==> config.mk <==
export PLATFORM = sky130hd
export DESIGN_NAME = holding_register_write_validator
export DESIGN_NICKNAME = d
export VERILOG_FILES = /design/src/rtl/core/hrwv_pkg.sv /design/src/rtl/core/hrwv_decode.sv /design/src/rtl/core/holding_register_write_validator.sv
export SDC_FILE = /design/constraint.sdc
export NUM_CORES = 1
export LEC_CHECK = 0
export BUFFER_PORTS_ARGS = -buffer_cell sky130_fd_sc_hd__buf_2
export CAP_MARGIN = 10
export CORE_ASPECT_RATIO = 1.4
export CORE_MARGIN = 8
export CORE_UTILIZATION = 53
export DETAILED_ROUTE_END_ITERATION = 10
export PLACE_DENSITY = 0.87
export SLEW_MARGIN = 15
export SYNTH_ARGS = -nofsm -noshare
export SYNTH_HDL_FRONTEND = slang
export SYNTH_SLANG_ARGS = --single-unit
==> constraint.sdc <==
create_clock -name clock -period 5.1 [get_ports clock]
set_clock_uncertainty 0.2 [all_clocks]
set_input_delay 0.765 -clock clock [delete_from_list [all_inputs] [get_ports clock]]
set_output_delay 0.765 -clock clock [all_outputs]
set_load 0.1 [all_outputs]
==> src/rtl/core/hrwv_pkg.sv <==
// ----------------------------------------------------------------------------
// hrwv_pkg
// Shared types and constants for the holding register write validator:
// register addresses, magic words, status codes and state records.
// ----------------------------------------------------------------------------
package hrwv_pkg;

   // register addresses inside the writable table
   localparam logic [15:0] ADDR_CLEAR     = 16'd0;
   localparam logic [15:0] ADDR_SPEED     = 16'd1;
   localparam logic [15:0] ADDR_PARITY    = 16'd2;
   localparam logic [15:0] ADDR_ID        = 16'd3;
   localparam logic [15:0] ADDR_TERM      = 16'd4;
   localparam logic [15:0] ADDR_SAVE      = 16'd5;
   localparam logic [15:0] ADDR_RESTORE   = 16'd6;
   localparam logic [15:0] ADDR_CONTROL   = 16'd7;
   localparam logic [15:0] ADDR_SERIAL_LO = 16'd8;
   localparam logic [15:0] ADDR_SERIAL_HI = 16'd9;
   localparam logic [15:0] ADDR_CALIB     = 16'd10;

   // magic words
   localparam logic [15:0] CLEAR_MAGIC  = 16'h00FF;
   localparam logic [15:0] SAVE_MAGIC   = 16'h6173;
   localparam logic [15:0] LOAD_MAGIC   = 16'h6F6C;
   localparam logic [15:0] RESET_MAGIC  = 16'h5330;
   localparam logic [15:0] UNLOCK_MAGIC = 16'h0020;
   localparam logic [15:0] LOCK_MAGIC   = 16'h0010;

   // termination accepted range
   localparam logic [15:0] TERM_LOW  = 16'd1;
   localparam logic [15:0] TERM_HIGH = 16'd2;

   // request status codes
   localparam logic [1:0] STATUS_OK        = 2'd0;
   localparam logic [1:0] STATUS_NO_REG    = 2'd1;
   localparam logic [1:0] STATUS_BAD_VALUE = 2'd2;

   // csr indexes
   localparam int unsigned CSR_INDEX_W = 3;
   localparam logic [CSR_INDEX_W-1:0] CSR_SPEED_MIN  = 3'd0;
   localparam logic [CSR_INDEX_W-1:0] CSR_SPEED_MAX  = 3'd1;
   localparam logic [CSR_INDEX_W-1:0] CSR_PARITY_MIN = 3'd2;
   localparam logic [CSR_INDEX_W-1:0] CSR_PARITY_MAX = 3'd3;
   localparam logic [CSR_INDEX_W-1:0] CSR_ID_MIN     = 3'd4;
   localparam logic [CSR_INDEX_W-1:0] CSR_ID_MAX     = 3'd5;
   localparam logic [CSR_INDEX_W-1:0] CSR_CALIB_MIN  = 3'd6;
   localparam logic [CSR_INDEX_W-1:0] CSR_CALIB_MAX  = 3'd7;

   // one word of a write request
   typedef struct packed {
      logic        first_word;
      logic        last_word;
      logic [15:0] reg_address;
      logic [16:0] request_end;
      logic [15:0] word_value;
   } hrwv_word_type;

   // range limits from the csr bank
   typedef struct packed {
      logic [15:0] speed_min;
      logic [15:0] speed_max;
      logic [15:0] parity_min;
      logic [15:0] parity_max;
      logic [15:0] id_min;
      logic [15:0] id_max;
      logic [15:0] calib_min;
      logic [15:0] calib_max;
   } hrwv_limits_type;

   // stored settings and running request status
   typedef struct packed {
      logic        unlocked;
      logic [1:0]  request_error;
      logic [15:0] speed;
      logic [15:0] parity;
      logic [15:0] id;
      logic [15:0] term;
      logic [15:0] serial_lo;
      logic [15:0] serial_hi;
      logic [15:0] calib;
   } hrwv_state_type;

   // command pulses
   typedef struct packed {
      logic clear_counters;
      logic save_request;
      logic restore_request;
      logic soft_reset;
   } hrwv_pulse_type;

endpackage

==> src/rtl/core/hrwv_decode.sv <==
// ----------------------------------------------------------------------------
// hrwv_decode
// Decodes one request word against the stored settings: table bound check,
// per-register range checks, magic words and the unlock gate.
// ----------------------------------------------------------------------------
module hrwv_decode #(
   parameter int unsigned TABLE_SIZE = 13
) (
   input  hrwv_pkg::hrwv_word_type   word,
   input  hrwv_pkg::hrwv_limits_type limits,
   input  hrwv_pkg::hrwv_state_type  state_cur,
   output hrwv_pkg::hrwv_state_type  state_next,
   output hrwv_pkg::hrwv_pulse_type  pulses
);
   import hrwv_pkg::*;

   localparam logic [16:0] TABLE_END  = 17'(TABLE_SIZE);
   localparam logic [15:0] TABLE_ADDR = 16'(TABLE_SIZE);

   logic [1:0]  err_base;
   logic        out_of_table;
   logic        value_bad;
   logic [15:0] val;

   // bound check and error base for this word
   assign val          = word.word_value;
   assign err_base     = word.first_word ? STATUS_OK : state_cur.request_error;
   assign out_of_table = (word.request_end > TABLE_END) || (word.reg_address >= TABLE_ADDR);

   // register decode
   always_comb begin
      state_next = state_cur;
      pulses     = '0;
      value_bad  = 1'b0;
      if (!out_of_table) begin
         unique case (word.reg_address)
            ADDR_CLEAR: begin
               pulses.clear_counters = (val == CLEAR_MAGIC);
            end
            ADDR_SPEED: begin
               if (val >= limits.speed_min && val <= limits.speed_max) state_next.speed = val;
               else value_bad = 1'b1;
            end
            ADDR_PARITY: begin
               if (val >= limits.parity_min && val <= limits.parity_max) state_next.parity = val;
               else value_bad = 1'b1;
            end
            ADDR_ID: begin
               if (val >= limits.id_min && val <= limits.id_max) state_next.id = val;
               else value_bad = 1'b1;
            end
            ADDR_TERM: begin
               if (val >= TERM_LOW && val <= TERM_HIGH) state_next.term = val;
               else value_bad = 1'b1;
            end
            ADDR_SAVE: begin
               pulses.save_request = (val == SAVE_MAGIC);
            end
            ADDR_RESTORE: begin
               pulses.restore_request = (val == LOAD_MAGIC);
            end
            ADDR_CONTROL: begin
               pulses.soft_reset = (val == RESET_MAGIC);
               if (val == UNLOCK_MAGIC) state_next.unlocked = 1'b1;
               if (val == LOCK_MAGIC) state_next.unlocked = 1'b0;
            end
            ADDR_SERIAL_LO: begin
               if (state_cur.unlocked) state_next.serial_lo = val;
               else value_bad = 1'b1;
            end
            ADDR_SERIAL_HI: begin
               if (state_cur.unlocked) state_next.serial_hi = val;
               else value_bad = 1'b1;
            end
            ADDR_CALIB: begin
               if (state_cur.unlocked && val >= limits.calib_min && val <= limits.calib_max)
                  state_next.calib = val;
               else value_bad = 1'b1;
            end
            default: begin
               // unused addresses inside the table are accepted silently
            end
         endcase
      end

      // sticky request status
      if (out_of_table) state_next.request_error = STATUS_NO_REG;
      else if (value_bad && err_base == STATUS_OK) state_next.request_error = STATUS_BAD_VALUE;
      else state_next.request_error = err_base;
   end

endmodule

==> src/rtl/core/holding_register_write_validator.sv <==
// ----------------------------------------------------------------------------
// holding_register_write_validator
// Validates and applies the words of a multi-register holding register write.
// ----------------------------------------------------------------------------
// Usage:
//   req_*  : one request word per transaction (valid/stall). first_word opens
//            a request and clears its status, last_word closes it.
//   rsp_*  : one result per word: running status, command pulses, snapshot of
//            all stored settings, done_res copies last_word.
//   csr_*  : range limits, written by index while the block is idle;
//            csr_ready is always high.
// Pipeline: a word is registered on input, decoded combinationally from the
//   input register and its result is registered, which raises rsp_valid.
// Throughput: one word per cycle unless a stalled result holds it, set by the
//   single decode stage between the input register and the result register.
// Stall: when rsp_stall holds a pending result, the input register keeps its
//   word and req_stall goes high only once both stages are full.
// Reset: synchronous, active high; clears both stages, the settings, the
//   lock (locked) and the status, and loads the default range limits.
// ----------------------------------------------------------------------------
module holding_register_write_validator #(
   parameter int unsigned TABLE_SIZE = 13
) (
   input  logic                              clock,
   input  logic                              reset,
   // request words
   input  logic                              req_valid,
   output logic                              req_stall,
   input  logic                              req_first_word,
   input  logic                              req_last_word,
   input  logic [15:0]                       req_reg_address,
   input  logic [16:0]                       req_request_end,
   input  logic [15:0]                       req_word_value,
   // results
   output logic                              rsp_valid,
   input  logic                              rsp_stall,
   output logic [1:0]                        rsp_status,
   output logic                              rsp_clear_counters,
   output logic                              rsp_save_request,
   output logic                              rsp_restore_request,
   output logic                              rsp_soft_reset,
   output logic [15:0]                       rsp_bus_speed,
   output logic [15:0]                       rsp_bus_parity,
   output logic [15:0]                       rsp_slave_id,
   output logic [15:0]                       rsp_termination,
   output logic [31:0]                       rsp_serial_number,
   output logic [15:0]                       rsp_calibration,
   output logic                              rsp_done_res,
   // configuration
   input  logic                              csr_valid,
   output logic                              csr_ready,
   input  logic [hrwv_pkg::CSR_INDEX_W-1:0]  csr_index,
   input  logic [15:0]                       csr_data
);
   import hrwv_pkg::*;

   hrwv_limits_type limits_ff;
   hrwv_state_type  state_ff;
   hrwv_state_type  state_in;
   hrwv_pulse_type  pulses;
   hrwv_word_type   word_ff;
   logic            word_valid_ff;
   logic            advance;
   logic            rsp_valid_ff;
   hrwv_state_type  rsp_state_ff;
   hrwv_pulse_type  rsp_pulses_ff;
   logic            rsp_last_ff;

   // handshake
   assign advance   = !rsp_valid_ff || !rsp_stall;
   assign req_stall = word_valid_ff && !advance;
   assign csr_ready = 1'b1;

   // csr bank
   always_ff @(posedge clock) begin
      if (reset) begin
         limits_ff.speed_min  <= 16'd0;
         limits_ff.speed_max  <= 16'd7;
         limits_ff.parity_min <= 16'd0;
         limits_ff.parity_max <= 16'd2;
         limits_ff.id_min     <= 16'd1;
         limits_ff.id_max     <= 16'd247;
         limits_ff.calib_min  <= 16'd0;
         limits_ff.calib_max  <= 16'hFFFF;
      end else if (csr_valid && csr_ready) begin
         unique case (csr_index)
            CSR_SPEED_MIN:  limits_ff.speed_min  <= csr_data;
            CSR_SPEED_MAX:  limits_ff.speed_max  <= csr_data;
            CSR_PARITY_MIN: limits_ff.parity_min <= csr_data;
            CSR_PARITY_MAX: limits_ff.parity_max <= csr_data;
            CSR_ID_MIN:     limits_ff.id_min     <= csr_data;
            CSR_ID_MAX:     limits_ff.id_max     <= csr_data;
            CSR_CALIB_MIN:  limits_ff.calib_min  <= csr_data;
            CSR_CALIB_MAX:  limits_ff.calib_max  <= csr_data;
            default: ;
         endcase
      end
   end

   // input register
   always_ff @(posedge clock) begin
      if (reset) begin
         word_valid_ff <= 1'b0;
      end else if (!req_stall) begin
         word_valid_ff <= req_valid;
      end
   end

   always_ff @(posedge clock) begin
      if (req_valid && !req_stall) begin
         word_ff.first_word  <= req_first_word;
         word_ff.last_word   <= req_last_word;
         word_ff.reg_address <= req_reg_address;
         word_ff.request_end <= req_request_end;
         word_ff.word_value  <= req_word_value;
      end
   end

   // word decode
   hrwv_decode #(
      .TABLE_SIZE (TABLE_SIZE)
   ) u_decode (
      .word       (word_ff),
      .limits     (limits_ff),
      .state_cur  (state_ff),
      .state_next (state_in),
      .pulses     (pulses)
   );

   // settings and status
   always_ff @(posedge clock) begin
      if (reset) begin
         state_ff <= '0;
      end else if (word_valid_ff && advance) begin
         state_ff <= state_in;
      end
   end

   // result register
   always_ff @(posedge clock) begin
      if (reset) begin
         rsp_valid_ff <= 1'b0;
      end else if (advance) begin
         rsp_valid_ff <= word_valid_ff;
      end
   end

   always_ff @(posedge clock) begin
      if (word_valid_ff && advance) begin
         rsp_state_ff  <= state_in;
         rsp_pulses_ff <= pulses;
         rsp_last_ff   <= word_ff.last_word;
      end
   end

   assign rsp_valid           = rsp_valid_ff;
   assign rsp_status          = rsp_state_ff.request_error;
   assign rsp_clear_counters  = rsp_pulses_ff.clear_counters;
   assign rsp_save_request    = rsp_pulses_ff.save_request;
   assign rsp_restore_request = rsp_pulses_ff.restore_request;
   assign rsp_soft_reset      = rsp_pulses_ff.soft_reset;
   assign rsp_bus_speed       = rsp_state_ff.speed;
   assign rsp_bus_parity      = rsp_state_ff.parity;
   assign rsp_slave_id        = rsp_state_ff.id;
   assign rsp_termination     = rsp_state_ff.term;
   assign rsp_serial_number   = {rsp_state_ff.serial_hi, rsp_state_ff.serial_lo};
   assign rsp_calibration     = rsp_state_ff.calib;
   assign rsp_done_res        = rsp_last_ff;

`ifndef SYNTHESIS
   // a single word raises at most one command pulse
   assert property (@(posedge clock) disable iff (reset)
      rsp_valid |-> $onehot0({rsp_clear_counters, rsp_save_request,
                              rsp_restore_request, rsp_soft_reset}))
      else $error("more than one command pulse in a result");

   // the status never takes the unused code
   assert property (@(posedge clock) disable iff (reset)
      rsp_valid |-> (rsp_status == STATUS_OK || rsp_status == STATUS_NO_REG ||
                     rsp_status == STATUS_BAD_VALUE))
      else $error("result status out of range");

   // stored termination only ever holds TERM_LOW to TERM_HIGH or its reset value
   assert property (@(posedge clock) disable iff (reset)
      state_ff.term <= TERM_HIGH)
      else $error("termination setting out of range");

   // input is only held back while a result waits and both stages are full
   assert property (@(posedge clock) disable iff (reset)
      req_stall |-> (rsp_valid && rsp_stall && word_valid_ff))
      else $error("input stalled without a blocked result");

   // a held result keeps its status
   assert property (@(posedge clock) disable iff (reset)
      (rsp_valid && rsp_stall) |=> (rsp_valid && $stable(rsp_status)))
      else $error("stalled result changed");
`endif

endmodule

==> flow_metrics.tcl, run 1 <==
set metrics [dict create \
    status "finished clean" \
    worst_skew_pair.late_latency_ps 540 \
    synthesis.yosys.warnings 0 \
    detailedPlacementHpwl_mm 34.1 \
    share_comb_of_total_power 0.115 \
    grt_setup_unrepaired "no" \
    fmax_mhz 230 \
    timing.final.setup_violations 0 \
    worst_hold_path_type "in2reg" \
    leakage_power_nw 8.16 \
    drive_above_1_share 0.191 \
    starting_utilization_of_the_core_area 0.537 \
    io_buffers 194 \
    timing_worst_setup_path_type "reg2reg" \
    setup_tns_ps 0 \
    synth_flop_cell "dfxtp_1" \
    count_of_vias_placed_by_the_detailed_router 14600 \
    clockBufferDepth 3 \
    grt.overflow.total 0 \
    ctsRootBufferMaster "clkbuf_16" \
    tritoncts "yes" \
    finalMaxSlewViolations 0 \
    detail_route.vias_per_cell 5.79 \
    hold_ws_ps 202 \
    cts_repair_resize_count 0 \
    grt_pass1_wl_mm 76.2 \
    route.detailed.wl_per_inst_um 20.1 \
    core_area_mm2 0.0350 \
    final_cell_mix "nand2_1 (404), dfxtp_1 (245), a21oi_1 (209)" \
    timing.critical_path.to_type "flop" \
    cts_inserted_buffers 38 \
    drtAntennaViolNets 0 \
    post_layout_min_period_ps 4340 \
    finalNetCount 2231 \
    post_synthesis_cells 1870 \
    drt_pre_antenna_iters 6 \
    layout_commonest_cell "nand2_1" \
    synth_largest_type_area_fraction 0.270 \
    finalWirelength_mm 50.5 \
    worst_slew_margin_rel 0.285 \
    track_usage 0.231 \
    antenna_found_initial 8 \
    critPathArrivalTime_ps 4520 \
    ctsHoldBuffers 0 \
    asyncSetResetFlopFracSynth 0 \
    synthesis.area_mm2 0.0188 \
    synth.yosys.seq_area_share 0.532 \
    synth.ff_latch_count 414 \
    cts_max_level 2 \
    pwr-share-clk 0.396 \
    ir_worst_vdd_mv 0.311 \
    post_cts_buffers 0 \
    period_share 0.851 \
    critical_path.max_fanout 16 \
    placementRows 81 \
    power_switching_share 0.265 \
    netlist-cell-type-count 67 \
    first_global_vias 14300 \
    fp.dieH_um 239 \
    maximum_number_of_pins_on_one_net_before_global_route_repair 129 \
    pwr_density_cell_mw_per_mm2 344 \
    clock_sinks 414 \
    synth.area.top_cells "edfxtp_1 (27%), dfxtp_1 (26%), ha_1 (8.5%)" \
    max-cap-violations 0 \
    pwr-share-seq 0.489 \
    number_of_primary_i_o_pins 197 \
    p_switching_w 0.00195 \
    tightest_slew_ps 1070 \
    worstPathRequired_ps 5280 \
    design.die.area_mm2 0.0418 \
    syn_avg_cell_area_um2 10.0 \
    yosysTopAreaCell "edfxtp_1" \
    detailed_route_drc_error_count 0 \
    synth-edff-count 169 \
    initialDrtViolationCount 1322 \
    clock_slew_at_the_register_clock_pins_of_the_worst_setup_and_hold_paths_ps 70 \
    chipWidth_um 175 \
    p_int_w 0.00541 \
    gp_routability_congestion 0.888 \
    syn-num-nets 2073 \
    startpoint_type "flop" \
    report.final.hold_viol_count 0 \
    synthToLayoutAreaGrowth_pct 14.0 \
    nFillCells 2656 \
]
kinds of logic (layout without fill, tap and decap cells):
logic type / Yosys count / after routing / share of synthesized area
buf+inv: 239 / 425 / 0.0527
xor+xnor: 2 / 2 / 0.000934
fa+ha+maj: 128 / 128 / 0.0853
compound gates: 293 / 293 / 0.0889
simple gates: 663 / 663 / 0.163
mux: 130 / 130 / 0.0773
flops: 414 / 414 / 0.532
other cells: 1 / 6 / 0.000200
state kept, by name, summed over array words and instances, names as in the netlist, 16 cells and up:
signal,cells
word_ff,50
rsp_bus_parity,16
rsp_termination,16
rsp_slave_id,16
state_ff,115
rsp_bus_speed,16
rsp_calibration,16
limits_ff,128
rsp_serial_number,32
final timing paths:
kind / cells past startpoint / end / slack [ps] / from
setup / recovery: 10 / state_ff[5]$_SDFFE_PP0P_ / 760 / word_ff[1]$_DFFE_PP_
hold / removal: 1 / word_ff[49]$_DFFE_PP_ / 200 / req_last_word
setup reg to reg: 10 / state_ff[5]$_SDFFE_PP0P_ / 760 / word_ff[1]$_DFFE_PP_
hold reg to reg: 0 / rsp_done_res$_DFFE_PP_ / 240 / word_ff[49]$_DFFE_PP_
layout make-up:
class | instances | area [um^2] | area share
diodes | 5 | 12.5 | 0.000585
clock buffers | 54 | 1120 | 0.0525
clock inverters | 14 | 153 | 0.00713
inverters | 131 | 494 | 0.0231
multi-input cells | 1217 | 7820 | 0.365
flip-flops and latches | 414 | 9980 | 0.466
well taps | 456 | 571 | 0.0267
repair buffers | 226 | 1240 | 0.0581
cells in the mapped netlist (21+ instances only):
| master | number |
|---|---|
| nand2_1 | 404 |
| dfxtp_1 | 245 |
| a21oi_1 | 209 |
| edfxtp_1 | 169 |
| inv_1 | 130 |
| ha_1 | 128 |
| mux2_2 | 81 |
| nor2_1 | 78 |
| clkbuf_1 | 61 |
| mux2i_1 | 35 |
| nand3_1 | 25 |
| nand4_1 | 24 |
| o21ai_0 | 23 |
| nor2b_1 | 22 |
| nand3b_1 | 21 |
stage by stage:
step	instances	power [W]	utilization	setup WS, ps	area, um^2
2_1_floorplan	1870	0.00429	-	700	18800
5_1_grt	2516	0.00755	0.612	626	21400
3_3_place_gp	2444	0.00447	0.575	1070	20100
6_report	2517	0.00735	0.612	758	21400
3_5_place_dp	2444	0.00451	0.575	844	20100
4_1_cts	2512	0.00737	0.611	836	21400
critical path, cell delays in order, from the launching register on:
cell	delay, ps
edfxtp_1	760
ha_1	470
nand4_1	120
or4_1	570
and2_1	170
a211oi_1	400
and4_1	400
buf_4	290
nand2_1	470
nand2_1	250
a21oi_1	90
routing by layer:
layer / up-vias / wire length (um) / track usage / share of wire
li1: 6737 / - / - / -
met1: 6927 / 17600 / 0.240 / 0.35
met2: 683 / 25200 / 0.412 / 0.50
met3: 215 / 3950 / 0.0454 / 0.078
met4: 6 / 3680 / 0.164 / 0.073
met5: - / 35 / 0 / 0.00069
power by group through the flow:
stage	registers [W]	logic [W]	clock network, W
floorplan	0.00401	0.000281	0
global placement	0.00366	0.000810	0
detailed placement	0.00367	0.000837	0
CTS	0.00360	0.000842	0.00293
global route	0.00360	0.000895	0.00305
finish	0.00360	0.000847	0.00291
Power figures use the tool's default switching activity.
==> run 2: changes to the inputs <==
==> constraint.sdc (replaced) <==
create_clock -name clock -period 5.1 [get_ports clock]
set_clock_uncertainty 0.2 [all_clocks]
set_input_delay 0.765 -clock clock [delete_from_list [all_inputs] [get_ports clock]]
set_output_delay 0.765 -clock clock [all_outputs]
set_load 0.05 [all_outputs]
==> flow_metrics.tcl, run 2 (synthesized netlist as in run 1, its figures left out) <==
set metrics [dict create \
    critical_path.startpoint "word_ff[6]$_DFFE_PP_" \
    multi_input_comb_area_mm2 0.00781 \
    top_register "limits_ff" \
    critPathArrivalTime_ps 4590 \
    ctsHoldBuffers 0 \
    post_cts_buffers 0 \
    nFillCells 2693 \
    hold_ws_ps 200 \
    postLayoutSetupSlackWorst_ps 759 \
    first_global_vias 14400 \
    cts_inserted_buffers 37 \
    grt_setup_unrepaired "no" \
    initialDrtViolationCount 955 \
    critical_path.max_fanout 23 \
    setup_tns_ps 0 \
    clock_sinks 414 \
    clock_slew_at_the_register_clock_pins_of_the_worst_setup_and_hold_paths_ps 70 \
    detailed_route_drc_error_count 0 \
    largest_registers "limits_ff: 128 flops, state_ff: 115 flops, word_ff: 50 flops" \
    pwr_density_cell_mw_per_mm2 329 \
    status "finished clean" \
    detailedPlacementHpwl_mm 33.9 \
    drtAntennaViolNets 0 \
    share_comb_of_total_power 0.093 \
    antenna_found_initial 2 \
    startpoint_type "flop" \
    gp_routability_congestion 0.898 \
    detail_route.vias_per_cell 5.72 \
    cp-endpoint "state_ff[93]$_SDFFE_PP0P_" \
    pre_cts_slack_ps 941 \
    tritoncts "yes" \
    core_area_mm2 0.0350 \
    fmax_mhz 230 \
    starting_utilization_of_the_core_area 0.537 \
    period_share 0.851 \
    final_cell_mix "nand2_1 (404), dfxtp_1 (245), a21oi_1 (209)" \
    number_of_primary_i_o_pins 197 \
    tightest_slew_ps 1210 \
    regToRegEndpoint "state_ff[93]$_SDFFE_PP0P_" \
    worst_skew_pair.late_latency_ps 540 \
    grt.overflow.total 0 \
    io_buffers 194 \
    worst_reg2reg_path_startpoint "word_ff[6]$_DFFE_PP_" \
    timing.critical_path.to_type "flop" \
    worst_hold_path_type "in2reg" \
    rrSetupSlack_ps 760 \
    leakage_power_nw 8.10 \
    fp.dieH_um 239 \
    maximum_number_of_pins_on_one_net_before_global_route_repair 138 \
    synthToLayoutAreaGrowth_pct 13.3 \
    finalWirelength_mm 49.0 \
    route.detailed.wl_per_inst_um 19.5 \
    finalMaxSlewViolations 0 \
    ir_worst_vdd_mv 0.314 \
    final_area_mm2 0.0213 \
    count_of_vias_placed_by_the_detailed_router 14400 \
    ctsRootBufferMaster "clkbuf_16" \
    area.sequential_mm2 0.00998 \
    chipWidth_um 175 \
    reg2reg_depth 8 \
    timing_worst_setup_path_type "reg2reg" \
    max-cap-violations 0 \
    track_usage 0.225 \
    power_switching_share 0.251 \
    p_int_w 0.00524 \
    clockBufferDepth 3 \
    finalNetCount 2229 \
    cts_repair_resize_count 0 \
    pwr-share-seq 0.517 \
    pwr-share-clk 0.390 \
    placementRows 81 \
    design.die.area_mm2 0.0418 \
    timing.final.setup_violations 0 \
    dpl-instance-area_mm2 0.0201 \
    grt_pass1_wl_mm 75.1 \
    drt_pre_antenna_iters 8 \
    largest_register_ffs 128 \
    layout_commonest_cell "nand2_1" \
    post_layout_min_period_ps 4340 \
    worst_slew_margin_rel 0.192 \
    p_switching_w 0.00175 \
    cts_max_level 2 \
    drive_above_1_share 0.188 \
    worstPathRequired_ps 5350 \
    report.final.hold_viol_count 0 \
]
run 2: changes by cell type in the layout (fill, tap and decap cells not counted), moves of 2 or more:
cell and change:
diode_2 -2, clkinv_2 +4, clkinv_1 +4, clkbuf_8 -6
run 2: layout make-up:
type	instances	share of cell area
flip-flops and latches	414	0.469
multi-input cells	1217	0.367
repair buffers	225	0.0575
clock buffers	48	0.0480
well taps	456	0.0268
inverters	131	0.0233
clock inverters	20	0.00724
diodes	3	0.000353
run 2: how the worst min path moves through the flow:
stage / startpoint / to / slack (ps) / cells after the start
after floorplan: word_ff[49]$_DFFE_PP_ / rsp_done_res$_DFFE_PP_ / 200 / 0
after global placement: word_ff[49]$_DFFE_PP_ / rsp_done_res$_DFFE_PP_ / 200 / 0
after detailed placement: word_ff[49]$_DFFE_PP_ / rsp_done_res$_DFFE_PP_ / 220 / 0
after CTS: req_request_end[16] / word_ff[32]$_DFFE_PP_ / 190 / 1
after global routing: req_word_value[3] / word_ff[3]$_DFFE_PP_ / 190 / 1
final: req_request_end[4] / word_ff[20]$_DFFE_PP_ / 200 / 1
run 2: worst max-delay path, cell delays in order, from the launching register on:
cell and delay, ps:
edfxtp_1 1150, ha_1 420, nand4_1 150, a2111oi_0 90
nor4b_1 580, o2111ai_4 490, nor2_2 760, nand2_1 180
a21oi_1 190
run 2: power groups by stage:
stage | logic [W] | clock network [W] | registers, W
final | 0.000649 | 0.00273 | 0.00361
after global routing | 0.000699 | 0.00288 | 0.00361
after CTS | 0.000646 | 0.00275 | 0.00361
after detailed placement | 0.000641 | 0 | 0.00368
after global placement | 0.000615 | 0 | 0.00367
after floorplan | 0.000279 | 0 | 0.00383
run 2: through the flow:
step	total power, W	std cells	utilization
4_1_cts	0.00701	2511	0.608
2_1_floorplan	0.00411	1870	-
3_3_place_gp	0.00429	2443	0.574
6_report	0.00699	2514	0.608
5_1_grt	0.00719	2513	0.608
3_5_place_dp	0.00432	2443	0.574
run 2: per-layer routing:
layer | track usage | wire [um]
met1 | 0.236 | 17200
met2 | 0.407 | 24900
met3 | 0.0435 | 3880
met4 | 0.144 | 3070
met5 | 0 | 0
==> run 3: changes to the inputs <==
--- a/config.mk
+++ b/config.mk
@@ -5,6 +5,7 @@
 export SDC_FILE = /design/constraint.sdc
 export NUM_CORES = 1
 export LEC_CHECK = 0
+export ABC_AREA = 1
 export BUFFER_PORTS_ARGS = -buffer_cell sky130_fd_sc_hd__buf_2
 export CAP_MARGIN = 10
 export CORE_ASPECT_RATIO = 1.4
==> flow_metrics.tcl, run 3 <==
set metrics [dict create \
    fp.dieH_um 240 \
    largest_registers "limits_ff: 128 flops, state_ff: 115 flops, word_ff: 50 flops" \
    io_buffers 194 \
    synthToLayoutAreaGrowth_pct 13.0 \
    first_global_vias 14800 \
    timing.final.setup_violations 0 \
    final_cell_mix "inv_1 (359), dfxtp_1 (245), nand2_1 (236)" \
    count_of_vias_placed_by_the_detailed_router 15100 \
    placementRows 82 \
    core_area_mm2 0.0355 \
    synth.area.top_cells "edfxtp_1 (27%), dfxtp_1 (26%), ha_1 (8.5%)" \
    drtAntennaViolNets 0 \
    startpoint_type "flop" \
    detailedPlacementHpwl_mm 31.9 \
    setup_tns_ps 0 \
    layout_commonest_cell "inv_1" \
    worst_hold_path_type "in2reg" \
    tightest_slew_ps 1090 \
    critical_path.max_fanout 32 \
    antenna_found_initial 4 \
    clock_sinks 414 \
    finalNetCount 2479 \
    timing_worst_setup_path_type "reg2reg" \
    number_of_primary_i_o_pins 197 \
    track_usage 0.222 \
    pwr_density_cell_mw_per_mm2 346 \
    leakage_power_nw 9.70 \
    top_register "limits_ff" \
    synth_flop_cell "dfxtp_1" \
    ir_worst_vdd_mv 0.242 \
    starting_utilization_of_the_core_area 0.534 \
    worst_skew_pair.late_latency_ps 540 \
    maximum_number_of_pins_on_one_net_before_global_route_repair 188 \
    report.final.hold_viol_count 0 \
    tritoncts "yes" \
    ctsRootBufferMaster "clkbuf_16" \
    hold_ws_ps 203 \
    finalMaxSlewViolations 0 \
    initialDrtViolationCount 1197 \
    synth-edff-count 169 \
    grt.overflow.total 0 \
    synthesis.area_mm2 0.0190 \
    syn-num-nets 2325 \
    synthTopCellsByCount "inv_1 (361), dfxtp_1 (245), nand2_1 (236), nor2_1 (223), a21oi_1 (204)" \
    clockBufferDepth 3 \
    cts_max_level 2 \
    route.detailed.wl_per_inst_um 17.2 \
    design.die.area_mm2 0.0422 \
    cts_repair_resize_count 0 \
    post_cts_buffers 0 \
    fmax_mhz 287 \
    largest_register_ffs 128 \
    clock_slew_at_the_register_clock_pins_of_the_worst_setup_and_hold_paths_ps 60 \
    synth_largest_type_area_fraction 0.268 \
    grt_setup_unrepaired "no" \
    ctsHoldBuffers 0 \
    worstPathRequired_ps 5320 \
    cts_inserted_buffers 39 \
    grt_pass1_wl_mm 75.2 \
    synth.yosys.seq_area_share 0.527 \
    synth_most_common_cell "inv_1" \
    drive_above_1_share 0.138 \
    period_share 0.683 \
    netlist-cell-type-count 41 \
    critPathArrivalTime_ps 3710 \
    drt_pre_antenna_iters 7 \
    synthesis.yosys.warnings 0 \
    status "finished clean" \
    finalWirelength_mm 47.6 \
    detailed_route_drc_error_count 0 \
    worst_slew_margin_rel 0.273 \
    gp_routability_congestion 0.892 \
    chipWidth_um 176 \
    yosysTopAreaCell "edfxtp_1" \
    p_total_w 0.00741 \
    detail_route.vias_per_cell 5.45 \
    post_layout_min_period_ps 3480 \
    syn_avg_cell_area_um2 8.93 \
    max-cap-violations 0 \
    asyncSetResetFlopFracSynth 0 \
    post_synthesis_cells 2122 \
    timing.critical_path.to_type "flop" \
    synth.ff_latch_count 414 \
]
run 3: worst paths after layout:
path	from	slack [ps]	to	depth (start not counted)
worst min-delay path	req_word_value[12]	200	word_ff[12]$_DFFE_PP_	1
worst max register to register	word_ff[7]$_DFFE_PP_	1620	state_ff[13]$_SDFFE_PP0P_	13
worst max-delay path	word_ff[7]$_DFFE_PP_	1620	state_ff[13]$_SDFFE_PP0P_	13
worst min register to register	word_ff[49]$_DFFE_PP_	230	rsp_done_res$_DFFE_PP_	0
run 3: cell type report:
class | count | area, um^2
Fill cell | 2887 | 14100
Sequential cell | 414 | 9980
Multi-Input combinational cell | 1254 | 7200
Inverter | 365 | 1370
Clock buffer | 61 | 1160
Timing Repair Buffer | 202 | 1050
Tap cell | 462 | 578
Clock inverter | 9 | 75.1
Antenna cell | 4 | 10.0
run 3: worst max-delay path, stage by stage, from the launching register on:
cell	delay, ps
edfxtp_1	800
ha_1	370
a21o_1	180
nor2_1	90
nand2_1	60
nand2_1	60
nand2_1	60
nand2_1	70
nand3_1	100
nand3b_2	750
nand2_1	280
o21ai_1	120
o21ai_1	150
inv_1	60
run 3: layer usage:
| layer | global-route usage | vias to the layer above | wire, um |
|---|---|---|---|
| li1 | - | 7314 | - |
| met1 | 0.255 | 7134 | 18100 |
| met2 | 0.400 | 548 | 24400 |
| met3 | 0.0388 | 113 | 3370 |
| met4 | 0.0901 | 0 | 1760 |
| met5 | 0 | - | 0 |
run 3: power breakdown:
group | switching [W] | internal [W] | leakage, nW | total, W
combinational | 0.000613 | 0.000250 | 5.43 | 0.000863
sequential | 0.0000871 | 0.00362 | 3.67 | 0.00371
clock | 0.00122 | 0.00162 | 0.603 | 0.00284
run 3: stage by stage:
| step | util | std cells | cell area [um^2] | worst slack, ps |
|---|---|---|---|---|
| after global placement | 0.568 | 2697 | 20200 | 1790 |
| after floorplan | - | 2122 | 19000 | 1570 |
| final | 0.603 | 2771 | 21400 | 1620 |
| after global routing | 0.603 | 2771 | 21400 | 1380 |
| after CTS | 0.603 | 2767 | 21400 | 1660 |
| after detailed placement | 0.568 | 2697 | 20200 | 1750 |
run 3: cell families after synthesis:
group | count (synthesis) | share of synthesized area
and+or+nand+nor | 569 | 0.129
AOI/OAI and AO/OA | 524 | 0.149
buffers and inverters | 454 | 0.0941
DFF | 414 | 0.527
adders and majority gates | 128 | 0.0845
muxes | 32 | 0.0169
other | 1 | 0.000198
